===== config.mk =====
export PLATFORM = sky130hd
export DESIGN_NAME = eth_ip_tcp_header_parser
export DESIGN_NICKNAME = d
export VERILOG_FILES = /design/src/eithp_pkg.sv /design/src/eithp_front.sv /design/src/eithp_queue.sv /design/src/eithp_back.sv /design/src/eth_ip_tcp_header_parser.sv
export SDC_FILE = /design/constraint.sdc
export NUM_CORES = 1
export LEC_CHECK = 0
export BUFFER_PORTS_ARGS = -buffer_cell sky130_fd_sc_hd__buf_2
export CORE_AREA = 2 2 224 226
export DETAILED_ROUTE_END_ITERATION = 7
export DIE_AREA = 0 0 226 228
export GPL_TIMING_DRIVEN = 0
export HOLD_SLACK_MARGIN = 0.05
export PLACE_DENSITY = 0.81
export SYNTH_ARGS = -nofsm -noshare
export SYNTH_HDL_FRONTEND = slang
export SYNTH_HIERARCHICAL = 1
export SYNTH_SLANG_ARGS = --single-unit

===== constraint.sdc =====
create_clock -name clk_i -period 15.8 [get_ports clk_i]
set_input_delay 0.79 -clock clk_i [delete_from_list [all_inputs] [get_ports clk_i]]
set_output_delay 0.79 -clock clk_i [all_outputs]
set_load 0.005 [all_outputs]

===== src/eithp_pkg.sv =====
// Package: shared types and constants of the header parser.
`default_nettype none
package eithp_pkg;
  localparam int unsigned MaxFrameBytesDefault = 2048;
  localparam logic [15:0] EtherArp  = 16'h0806;
  localparam logic [15:0] EtherIpv4 = 16'h0800;
  localparam logic [7:0]  ProtoIcmp = 8'h01;
  localparam logic [7:0]  ProtoTcp  = 8'h06;
  localparam logic [7:0]  ProtoUdp  = 8'h11;

  localparam logic [2:0] ClsUnknown = 3'd0;
  localparam logic [2:0] ClsArp     = 3'd1;
  localparam logic [2:0] ClsIpOther = 3'd2;
  localparam logic [2:0] ClsIcmp    = 3'd3;
  localparam logic [2:0] ClsTcp     = 3'd4;
  localparam logic [2:0] ClsUdp     = 3'd5;

  typedef struct packed {
    logic [7:0] frame_byte;
    logic       frame_end;
  } in_item_t;

  typedef struct packed {
    logic [2:0]  packet_class;
    logic        arp_is_reply;
    logic [5:0]  ip_header_bytes;
    logic [7:0]  time_to_live;
    logic        ip_sum_good;
    logic        tcp_sum_good;
    logic [15:0] source_port;
    logic [15:0] destination_port;
    logic [7:0]  tcp_flag_bits;
    logic [7:0]  icmp_type_code;
    logic        truncated;
  } out_item_t;

  // Frame summary passed from the byte front end to the result back end.
  typedef struct packed {
    logic        short_frame;
    logic [15:0] ether_kind;
    logic [3:0]  header_words;
    logic [15:0] ip_total_length;
    logic [7:0]  ip_protocol;
    logic [15:0] ip_sum_acc;
    logic [15:0] tcp_sum_acc;
    logic [63:0] captured;
    logic        ip_hdr_done;   // count >= 14 + hlen
    logic        l4_8_done;     // count >= 14 + hlen + 8
    logic        l4_20_done;    // count >= 14 + hlen + 20
    logic        tot_done;      // count >= 14 + total length
    logic        ip20_done;     // count >= 34
    logic        arp_done;      // count >= 42
  } summary_t;

  function automatic logic [15:0] oc_add(input logic [15:0] a, input logic [15:0] b);
    logic [16:0] s;
    s = {1'b0, a} + {1'b0, b};
    return s[15:0] + {15'd0, s[16]};
  endfunction
endpackage
`default_nettype wire


===== src/eithp_front.sv =====
// Front end: byte walker that decodes fields and accumulates checksums.
`default_nettype none
module eithp_front import eithp_pkg::*; #(
  parameter int unsigned MaxFrameBytes = MaxFrameBytesDefault
) (
  input  wire logic     clk_i,
  input  wire logic     rst_ni,
  input  wire logic     valid_i,
  input  wire in_item_t item_i,
  output logic          ready_o,
  output logic          sum_valid_o,
  output summary_t      sum_o,
  input  wire logic     sum_ready_i
);
  localparam int unsigned CntW = $clog2(MaxFrameBytes + 1);

  logic [CntW-1:0] cnt_q, cnt_d;
  logic [15:0] kind_q, kind_d, tot_q, tot_d, ips_q, ips_d, tcps_q, tcps_d;
  logic [3:0]  hw_q, hw_d;
  logic [7:0]  prot_q, prot_d, pend_q, pend_d;
  logic [63:0] cap_q, cap_d;
  logic        take;

  // Hold off only a last byte while the summary has nowhere to go.
  assign ready_o     = sum_ready_i || !item_i.frame_end;
  assign take        = valid_i && ready_o;
  assign sum_valid_o = take && item_i.frame_end;

  always_comb begin
    logic [CntW-1:0] pos;
    logic [CntW:0]   i, hlen, j;
    logic [15:0]     word;
    logic            odd;
    logic [7:0]      b;
    logic [CntW+1:0] cnt_n;
    b = item_i.frame_byte;
    pos = cnt_q;
    hlen = '0;
    j = '0;
    cnt_d = cnt_q; kind_d = kind_q; hw_d = hw_q; tot_d = tot_q; prot_d = prot_q;
    ips_d = ips_q; tcps_d = tcps_q; pend_d = pend_q; cap_d = cap_q;
    i = {1'b0, pos} - (CntW+1)'(14);
    odd = i[0];
    word = {pend_q, b};
    if ({1'b0, pos} < (CntW+1)'(MaxFrameBytes)) begin
      cnt_d = pos + 1'b1;
      if (pos == CntW'(12)) kind_d = {b, 8'd0};
      else if (pos == CntW'(13)) kind_d = {kind_q[15:8], b};
      else if (pos >= CntW'(14)) begin
        if (kind_q == EtherArp) begin
          if (pos == CntW'(20)) cap_d[15:8] = b;
          if (pos == CntW'(21)) cap_d[7:0] = b;
        end else if (kind_q == EtherIpv4) begin
          hlen = (CntW+1)'({hw_q, 2'b00});
          if (i == '0) begin
            hw_d = b[3:0];
            hlen = (CntW+1)'({b[3:0], 2'b00});
          end
          if (i == (CntW+1)'(2)) tot_d = {b, 8'd0};
          if (i == (CntW+1)'(3)) tot_d = {tot_q[15:8], b};
          if (i == (CntW+1)'(8)) cap_d[55:48] = b;
          if (i == (CntW+1)'(9)) prot_d = b;
          if (odd && hw_d >= 4'd5 && i < hlen) ips_d = oc_add(ips_q, word);
          if (odd && i >= (CntW+1)'(12) && i <= (CntW+1)'(19))
            tcps_d = oc_add(tcps_q, word);
          if (hw_d >= 4'd5 && i >= hlen) begin
            j = i - hlen;
            if (j == '0) begin cap_d[15:8] = b; cap_d[47:40] = b; end
            if (j == (CntW+1)'(1)) cap_d[7:0] = b;
            if (j == (CntW+1)'(2)) cap_d[31:24] = b;
            if (j == (CntW+1)'(3)) cap_d[23:16] = b;
            if (j == (CntW+1)'(13)) cap_d[39:32] = b;
            if (17'(i) < {1'b0, tot_q}) begin
              if (odd) tcps_d = oc_add(tcps_d, word);
              else if (17'(i) + 17'd1 == {1'b0, tot_q})
                tcps_d = oc_add(tcps_d, {b, 8'd0});
            end
          end
          if (!odd) pend_d = b;
        end
      end
    end
    // Frame summary built from the post-update state.
    cnt_n = (CntW+2)'(cnt_d);
    sum_o.short_frame     = cnt_d < CntW'(14);
    sum_o.ether_kind      = kind_d;
    sum_o.header_words    = hw_d;
    sum_o.ip_total_length = tot_d;
    sum_o.ip_protocol     = prot_d;
    sum_o.ip_sum_acc      = ips_d;
    sum_o.tcp_sum_acc     = tcps_d;
    sum_o.captured        = cap_d;
    sum_o.ip_hdr_done = 18'(cnt_n) >= 18'd14 + 18'({hw_d, 2'b00});
    sum_o.l4_8_done   = 18'(cnt_n) >= 18'd22 + 18'({hw_d, 2'b00});
    sum_o.l4_20_done  = 18'(cnt_n) >= 18'd34 + 18'({hw_d, 2'b00});
    sum_o.tot_done    = 18'(cnt_n) >= 18'd14 + 18'(tot_d);
    sum_o.ip20_done   = 18'(cnt_n) >= 18'd34;
    sum_o.arp_done    = 18'(cnt_n) >= 18'd42;
  end

  always_ff @(posedge clk_i or negedge rst_ni) begin
    if (!rst_ni) begin
      cnt_q <= '0; kind_q <= '0; hw_q <= '0; tot_q <= '0; prot_q <= '0;
      ips_q <= '0; tcps_q <= '0; pend_q <= '0; cap_q <= '0;
    end else if (take) begin
      if (item_i.frame_end) begin
        cnt_q <= '0; kind_q <= '0; hw_q <= '0; tot_q <= '0; prot_q <= '0;
        ips_q <= '0; tcps_q <= '0; pend_q <= '0; cap_q <= '0;
      end else begin
        cnt_q <= cnt_d; kind_q <= kind_d; hw_q <= hw_d; tot_q <= tot_d;
        prot_q <= prot_d; ips_q <= ips_d; tcps_q <= tcps_d; pend_q <= pend_d;
        cap_q <= cap_d;
      end
    end
  end
endmodule
`default_nettype wire


===== src/eithp_queue.sv =====
// Two-entry queue between the front and back ends.
`default_nettype none
module eithp_queue import eithp_pkg::*; (
  input  wire logic     clk_i,
  input  wire logic     rst_ni,
  input  wire logic     valid_i,
  input  wire summary_t data_i,
  output logic          ready_o,
  output logic          valid_o,
  output summary_t      data_o,
  input  wire logic     ready_i
);
  summary_t   mem_q [2];
  logic       rd_q, wr_q;
  logic [1:0] cnt_q;
  logic       push, pop;

  assign ready_o = cnt_q != 2'd2;
  assign valid_o = cnt_q != 2'd0;
  assign data_o  = mem_q[rd_q];
  assign push    = valid_i && ready_o;
  assign pop     = valid_o && ready_i;

  always_ff @(posedge clk_i) begin
    if (push) mem_q[wr_q] <= data_i;
  end

  always_ff @(posedge clk_i or negedge rst_ni) begin
    if (!rst_ni) begin
      rd_q <= 1'b0; wr_q <= 1'b0; cnt_q <= 2'd0;
    end else begin
      if (push) wr_q <= ~wr_q;
      if (pop) rd_q <= ~rd_q;
      cnt_q <= cnt_q + {1'b0, push} - {1'b0, pop};
    end
  end
endmodule
`default_nettype wire


===== src/eithp_back.sv =====
// Back end: classify a frame summary, finish the TCP sum, register the result.
`default_nettype none
module eithp_back import eithp_pkg::*; (
  input  wire logic     clk_i,
  input  wire logic     rst_ni,
  input  wire logic     valid_i,
  input  wire summary_t sum_i,
  output logic          ready_o,
  output logic          valid_o,
  output out_item_t     item_o,
  input  wire logic     ready_i
);
  out_item_t res_d, res_q;
  logic      valid_q;

  assign ready_o = !valid_q || ready_i;
  assign valid_o = valid_q;
  assign item_o  = res_q;

  always_comb begin
    logic [2:0]  cls;
    logic        need_ok, hw5;
    logic [5:0]  hlen;
    logic [15:0] s, seg;
    hlen = {sum_i.header_words, 2'b00};
    hw5 = sum_i.header_words >= 4'd5;
    cls = ClsUnknown;
    need_ok = !sum_i.short_frame;
    if (!sum_i.short_frame && sum_i.ether_kind == EtherArp) begin
      cls = ClsArp; need_ok = sum_i.arp_done;
    end else if (!sum_i.short_frame && sum_i.ether_kind == EtherIpv4) begin
      cls = ClsIpOther;
      need_ok = hw5 ? sum_i.ip_hdr_done : sum_i.ip20_done;
      if (hw5) begin
        case (sum_i.ip_protocol)
          ProtoIcmp: begin cls = ClsIcmp; need_ok = sum_i.l4_8_done; end
          ProtoTcp: begin
            cls = ClsTcp; need_ok = sum_i.l4_20_done && sum_i.tot_done;
          end
          ProtoUdp: begin cls = ClsUdp; need_ok = sum_i.l4_8_done; end
          default: ;
        endcase
      end
    end
    seg = sum_i.ip_total_length - {10'd0, hlen};
    s = oc_add(oc_add(sum_i.tcp_sum_acc, {8'd0, sum_i.ip_protocol}), seg);
    res_d = '0;
    res_d.packet_class = cls;
    res_d.truncated = !need_ok;
    if (cls == ClsArp) res_d.arp_is_reply = sum_i.captured[15:0] == 16'd2;
    if (cls >= ClsIpOther) begin
      res_d.ip_header_bytes = hlen;
      res_d.time_to_live = sum_i.captured[55:48];
      res_d.ip_sum_good = hw5 && sum_i.ip_hdr_done && sum_i.ip_sum_acc == 16'hFFFF;
    end
    if (cls == ClsTcp || cls == ClsUdp) begin
      res_d.source_port = sum_i.captured[15:0];
      res_d.destination_port = sum_i.captured[31:16];
    end
    if (cls == ClsIcmp) res_d.icmp_type_code = sum_i.captured[47:40];
    if (cls == ClsTcp) begin
      res_d.tcp_flag_bits = sum_i.captured[39:32];
      res_d.tcp_sum_good = need_ok && sum_i.ip_total_length >= {10'd0, hlen}
                           && s == 16'hFFFF;
    end
  end

  always_ff @(posedge clk_i) begin
    if (valid_i && ready_o) res_q <= res_d;
  end

  always_ff @(posedge clk_i or negedge rst_ni) begin
    if (!rst_ni) valid_q <= 1'b0;
    else if (ready_o) valid_q <= valid_i;
  end
endmodule
`default_nettype wire


===== src/eth_ip_tcp_header_parser.sv =====
// Top level of the Ethernet/IPv4/TCP/UDP header parser.
// Usage:
//   Input channel in_valid_i/in_ready_o carries one frame byte per item with
//   a last-byte mark. Output channel out_valid_o/out_ready_i carries one
//   summary item per frame: class, ARP reply flag, IP header length, TTL,
//   IP and TCP checksum verdicts, ports, TCP flags, ICMP type, truncation.
//   Throughput: one byte per cycle unless a last byte is held off; the front end updates counters and
//   running ones-complement sums as each byte is taken.
//   Path: the queue takes the summary at the edge that takes the last byte;
//   the output register takes it from the queue once the back end is ready,
//   and it is offered from there at once.
//   The front end hands the frame summary to a two-entry queue; the back end
//   classifies it and holds it in an output register.
//   When the receiver stalls, the queue and the output register absorb up to
//   three summaries; after that a last byte is held off while non-final bytes
//   still go through.
//   Reset clears all frame state, the queue and the output valid.
//   Bytes beyond MaxFrameBytes are ignored.
`default_nettype none
module eth_ip_tcp_header_parser import eithp_pkg::*; #(
  parameter int unsigned MaxFrameBytes = MaxFrameBytesDefault
) (
  input  wire logic     clk_i,
  input  wire logic     rst_ni,
  input  wire logic     in_valid_i,
  output logic          in_ready_o,
  input  wire in_item_t in_item_i,
  output logic          out_valid_o,
  input  wire logic     out_ready_i,
  output out_item_t     out_item_o
);
  summary_t fe_sum, q_sum;
  logic     fe_valid, q_ready, q_valid, be_ready;

  // The front end stalls only a last byte when the queue has no room.
  eithp_front #(.MaxFrameBytes(MaxFrameBytes)) u_front (
    .clk_i, .rst_ni, .valid_i(in_valid_i), .item_i(in_item_i), .ready_o(in_ready_o),
    .sum_valid_o(fe_valid), .sum_o(fe_sum), .sum_ready_i(q_ready)
  );

  eithp_queue u_queue (
    .clk_i, .rst_ni, .valid_i(fe_valid), .data_i(fe_sum), .ready_o(q_ready),
    .valid_o(q_valid), .data_o(q_sum), .ready_i(be_ready)
  );

  eithp_back u_back (
    .clk_i, .rst_ni, .valid_i(q_valid), .sum_i(q_sum), .ready_o(be_ready),
    .valid_o(out_valid_o), .item_o(out_item_o), .ready_i(out_ready_i)
  );
endmodule
`default_nettype wire


==> flow_summary.yaml, run 1 <==
floorplan:
  start_util: 0.620
  core_um2: 49300
  io_pins: 84
  rows: 82
  die_w_um: 226
  die_area_um2: 51500
  die_height_um: 228
sta:
  worst_pin_slew_ns: 1.33
  min_period_over_period: 0.706
  slew_headroom: 0.104
  grt_setup_unrepaired: "no"
  final_hold_viol_count: 0
  slew_violations: 0
  min_period_ns: 11.15
  finalSetupTns_ns: 0
  setup_violations: 0
  fin_worst_skew_ns: 0.0168
  fmax_mhz: 89.7
min_path:
  hold_class: "input pin to async pin"
worst_setup_path:
  start_kind: "input pin"
  path_delay_family: "compound AO/OA/AOI/OAI gates"
  required_ns: 16.13
  slowest_stage: "clkinv_1"
  crit_top_cell: "a21o_1"
  path_class: "input pin to register"
  path_max_fanout: 12
  critPathCaptureType: "register"
  crit_arrival_ns: 11.48
  slowest_delay_ns: 0.94
  crit_buf_inv: 4
  reg2reg_setup_slack_ns: 5.89
global_route:
  grt_first_pass_wirelength_um: 135000
  grtUsageTotal: 0.342
  grt_overflow: 0
  grt_max_degree: 92
  antenna_found_initial: 1
  grt_pass1_vias: 23600
clock_tree:
  clockBufferDepth: 3
  cts_resized: 0
  cts_buffers: 51
  hold_buffers: 0
  cts_tree: "done"
  cts.sinks: 502
  root_buffer: "clkbuf_16"
  htree_levels: 2
  clock_latency_ns: 0.59
  postCtsSetupRepairBufs: 0
  path_clk_slew_ns: 0.06
route:
  first_pass_iters: 6
  drtIter0Drc: 2504
  wl_um: 88100
  vias: 23700
  avgRoutedWirePerCell_um: 24.5
  ant_nets: 0
  vias_per_cell: 6.57
  drc: 0
finish:
  fill_cells: 3602
  fin_nets: 3066
  diodes: 0
  layout-drive-gt1-share: 0.162
  design_area_um2: 33700
  area_growth_pct: 10.3
  final_core_util: 0.684
yosys:
  synthCells: 2748
  yosys_warnings: 6
  avgSynthCellArea_um2: 11.1
  synth_area_um2: 30600
pwr:
  ir_drop_mv: 0.142
  p_leak_nw: 13.7
  p_per_area_nw_per_um2: 143
  power_mw: 4.81
placed_design:
  post_dp_cell_area_um2: 32000
  dp_hpwl_um: 64000
  portBuffers: 79
  place_congestion: 0.966
job:
  cap_violations: 0
run_status:
  status: "completed"
[worst register-to-register path: cells and delay by family (launching register included)]
family | cells | cell delay [ns]
AO/OA/AOI/OAI | 17 | 4.03
XOR/XNOR | 1 | 0.09
flip-flops | 1 | 0.40
multiplexers | 1 | 0.28
AND/OR/NAND/NOR | 11 | 2.77
buffers and inverters | 3 | 0.72
adder cells (fa/ha/maj) | 5 | 1.36
[metrics by stage]
stage	setup slack (ns)	instances	hold WS [ns]
after floorplan	7.57	2749	0.461
after global placement	3.55	3500	0.478
after detailed placement	4.26	3508	0.488
after CTS	4.83	3603	0.161
after global routing	3.90	3604	0.171
final	4.65	3604	0.126
[per-layer routing]
layer / part of all wire / global-route usage / up-vias
met3: 0.082 / 0.0567 / 254
met1: 0.39 / 0.439 / 11500
met4: 0.055 / 0.167 / 2
met5: 0.00012 / 0 / -
li1: - / - / 10700
met2: 0.47 / 0.563 / 1213
[path summary, 6_finish.rpt]
| path | to | depth (start not counted) | from |
|---|---|---|---|
| setup / recovery | u_queue/mem_q[1][85] | 38 | in_item_i[2] |
| hold / removal | u_front/ips_q[5] | 1 | rst_ni |
| setup reg to reg | u_queue/mem_q[1][85] | 38 | u_front/tcps_q[0] |
| hold reg to reg | u_front/cap_q[52] | 1 | u_front/cap_q[52] |
| max in group asynchronous | u_front/cap_q[52] | 2 | rst_ni |
| min in group clk_i | u_front/cap_q[52] | 1 | u_front/cap_q[52] |
[flip-flops by register name (all words and copies together), names as in the netlist, 2 cells and up]
name,flops
u_queue/mem_q,278
u_back/item_o,67
u_front/prot_q,8
u_queue/cnt_q,2
u_front/cnt_q,12
u_front/ips_q,16
u_front/pend_q,8
u_front/tot_q,16
u_front/cap_q,56
u_front/kind_q,16
u_front/tcps_q,16
u_front/hw_q,4
[power by group]
| part | internal (mW) | switching [mW] |
|---|---|---|
| Combinational | 0.759 | 1.18 |
| Sequential | 1.59 | 0.0483 |
| Clock | 0.717 | 0.511 |
| Total | 3.07 | 1.74 |
[final cells by class]
cell class / count / area [µm²] / share of cell area
clock inverter: 33 / 379 / 0.0112
timing repair buffer: 88 / 583 / 0.0173
inverter: 117 / 439 / 0.0130
sequential: 502 / 14300 / 0.423
tap: 672 / 841 / 0.0249
buffer: 124 / 586 / 0.0174
multi-input combinational: 2006 / 15300 / 0.453
clock buffer: 62 / 1330 / 0.0393
[layout by cell type (no fill, tap or decap), types with 38 or more instances in the layout]
master	instances
clkbuf_16	51
nand2_1	189
edfxtp_1	345
inv_1	112
and2_1	66
ha_1	155
a21oi_1	92
mux2i_1	42
nand4_1	38
clkbuf_1	107
nor3_1	48
buf_2	84
a21o_1	43
o21ai_0	143
dfrtp_1	157
nor4_1	43
mux2_2	224
xnor2_1	99
xor2_1	60
nor2_1	126
nand3_1	55
a22o_1	94
Note: power is estimated with default switching activity, not from simulation.
==> inputs of run 2 (changes only) <==
ABC_AREA = 1   (was unset)
CORE_AREA = 2 2 226 228   (was 2 2 224 226)
DIE_AREA = 0 0 228 230   (was 0 0 226 228)
clock period = 11.4 ns   (was 15.8 ns; I/O delays follow)
==> run 2 against run 1 <==
Net effect:
- global-route usage down 1.3 points
- clock power up 33%
- register-to-register slack worse by 2.6 ns
- clock-buffer cell count up 8
- via count up 11%
- utilization about the same
==> flow_summary.yaml, run 2 <==
clock_tree:
  cts_resized: 0
  cts_buffers: 49
  clockBufferDepth: 3
  root_buffer: "clkbuf_16"
  path_clk_slew_ns: 0.06
  htree_levels: 2
  postCtsSetupRepairBufs: 0
  clock_latency_ns: 0.60
  cts_tree: "done"
  cts.sinks: 502
finish:
  fin_nets: 4065
  largest_reg_flops: 278
  design_area_um2: 34100
  top_register: "u_queue/mem_q"
  area_growth_pct: 10.0
  multiInputGateArea_um2: 14400
  layout_commonest_cell: "nand2_1"
  regArea_um2: 14300
  final_core_util: 0.683
  fill_cells: 3993
  final_cell_mix: "1,234 x nand2_1, 415 x inv_1, 345 x edfxtp_1"
  layout-drive-gt1-share: 0.0855
  layoutNonFillerInstCount: 4603
pwr:
  p_per_area_nw_per_um2: 202
  p_leak_nw: 16.1
  power_mw: 6.89
  ir_drop_mv: 0.179
global_route:
  grt_pass1_vias: 24700
  grt_overflow: 0
  antenna_found_initial: 2
  grtUsageTotal: 0.329
  grt_first_pass_wirelength_um: 135000
  grt_max_degree: 118
sta:
  min_period_over_period: 0.789
  fin_worst_skew_ns: 0.0256
  worst_pin_slew_ns: 1.48
  slew_violations: 0
  hold-worst-slack_ns: 0.420
  fmax_mhz: 111
  slew_headroom: 0.0120
  worst_slack_ns: 2.40
  min_period_ns: 9.00
  setup_violations: 0
  grt_setup_unrepaired: "no"
  finalSetupTns_ns: 0
  final_hold_viol_count: 0
placed_design:
  post_dp_cell_area_um2: 32500
  dp_hpwl_um: 63400
  portBuffers: 81
  pre_cts_ws_ns: 2.10
  dp_cells: 4509
  place_congestion: 1.00
route:
  drtIter0Drc: 2578
  avgRoutedWirePerCell_um: 18.8
  ant_nets: 0
  drc: 0
  first_pass_iters: 6
  vias_per_cell: 5.72
  wl_um: 86600
  vias: 26300
worst_setup_path:
  critPathCaptureType: "register"
  ff2ff_path_depth: 45
  r2r-start: "u_front/tcps_q[0]"
  slowest_delay_ns: 0.91
  crit_top_cell: "nand2_1"
  start_kind: "input pin"
  required_ns: 11.69
  r2r_end: "u_queue/mem_q[1][84]"
  reg2reg_setup_slack_ns: 3.29
  slowest_stage: "o21ai_0"
  endpoint: "u_queue/mem_q[1][84]"
  path_class: "input pin to register"
  path_max_fanout: 12
  crit_arrival_ns: 9.29
  setup.worst_path.start: "in_item_i[2]"
floorplan:
  die_area_um2: 52400
  core_um2: 49900
  rows: 82
  start_util: 0.621
  die_w_um: 228
  die_height_um: 230
  io_pins: 84
yosys:
  synth_area_um2: 31000
  yosys_warnings: 6
  synthCells: 3746
  avgSynthCellArea_um2: 8.27
min_path:
  hold_class: "input pin to register"
job:
  cap_violations: 0
run_status:
  status: "completed"
-- run 2: changes by cell type in the layout (fill, tap and decap cells not counted), sizes merged, moves of 35 or more --
cell	delta
xnor2	-72
a21o	-38
and2	-67
xor2	+36
nand2	+1070
o21ai	+42
nand2b	-35
mux2i	-42
nand3	+135
mux2	-225
inv	+323
nor2	+152
a21oi	+41
-- run 2: layout make-up --
cell class | instances | share of cell area
Multi-Input combinational cell | 2693 | 0.423
Antenna cell | 2 | 0.000147
Buffer | 115 | 0.0185
Timing Repair Buffer | 91 | 0.0187
Clock buffer | 70 | 0.0398
Tap cell | 672 | 0.0247
Inverter | 437 | 0.0485
Clock inverter | 21 | 0.00720
Sequential cell | 502 | 0.419
-- run 2: worst max-delay path: cells and delay by family --
kind	cells	cell delay, ns
xor+xnor	1	0.09
compound gates	8	2.42
fa+ha+maj	6	1.79
buf+inv	8	1.62
simple gates	23	2.75
-- run 2: worst min-delay path by stage --
stage,start,end,slack (ns),depth (start not counted)
2_1_floorplan,rst_ni,u_back/valid_o,0.27,0
4_1_cts,out_ready_i,u_back/valid_o,0.38,4
6_report,out_ready_i,u_back/valid_o,0.42,4
3_5_place_dp,rst_ni,u_front/tcps_q[2],0.49,1
5_1_grt,out_ready_i,u_back/valid_o,0.43,4
3_3_place_gp,u_queue/wr_q,u_queue/wr_q,0.46,2
-- run 2: layer usage --
layer / track usage / share of wire
met3: 0.0508 / 0.080
met5: 0 / 0
met4: 0.155 / 0.051
met2: 0.553 / 0.47
met1: 0.422 / 0.40
-- run 2: timing repair --
action | in CTS | in global routing
hold endpoints to repair | 40 | 0
hold buffers | 1 | 0
endpoints found under the setup margin | 0 | 0
-- run 2: report_power, final --
part / total, mW / switching [mW] / internal [mW]
Sequential: 2.28 / 0.0732 / 2.20
Combinational: 2.99 / 1.99 / 0.997
Clock: 1.63 / 0.701 / 0.926
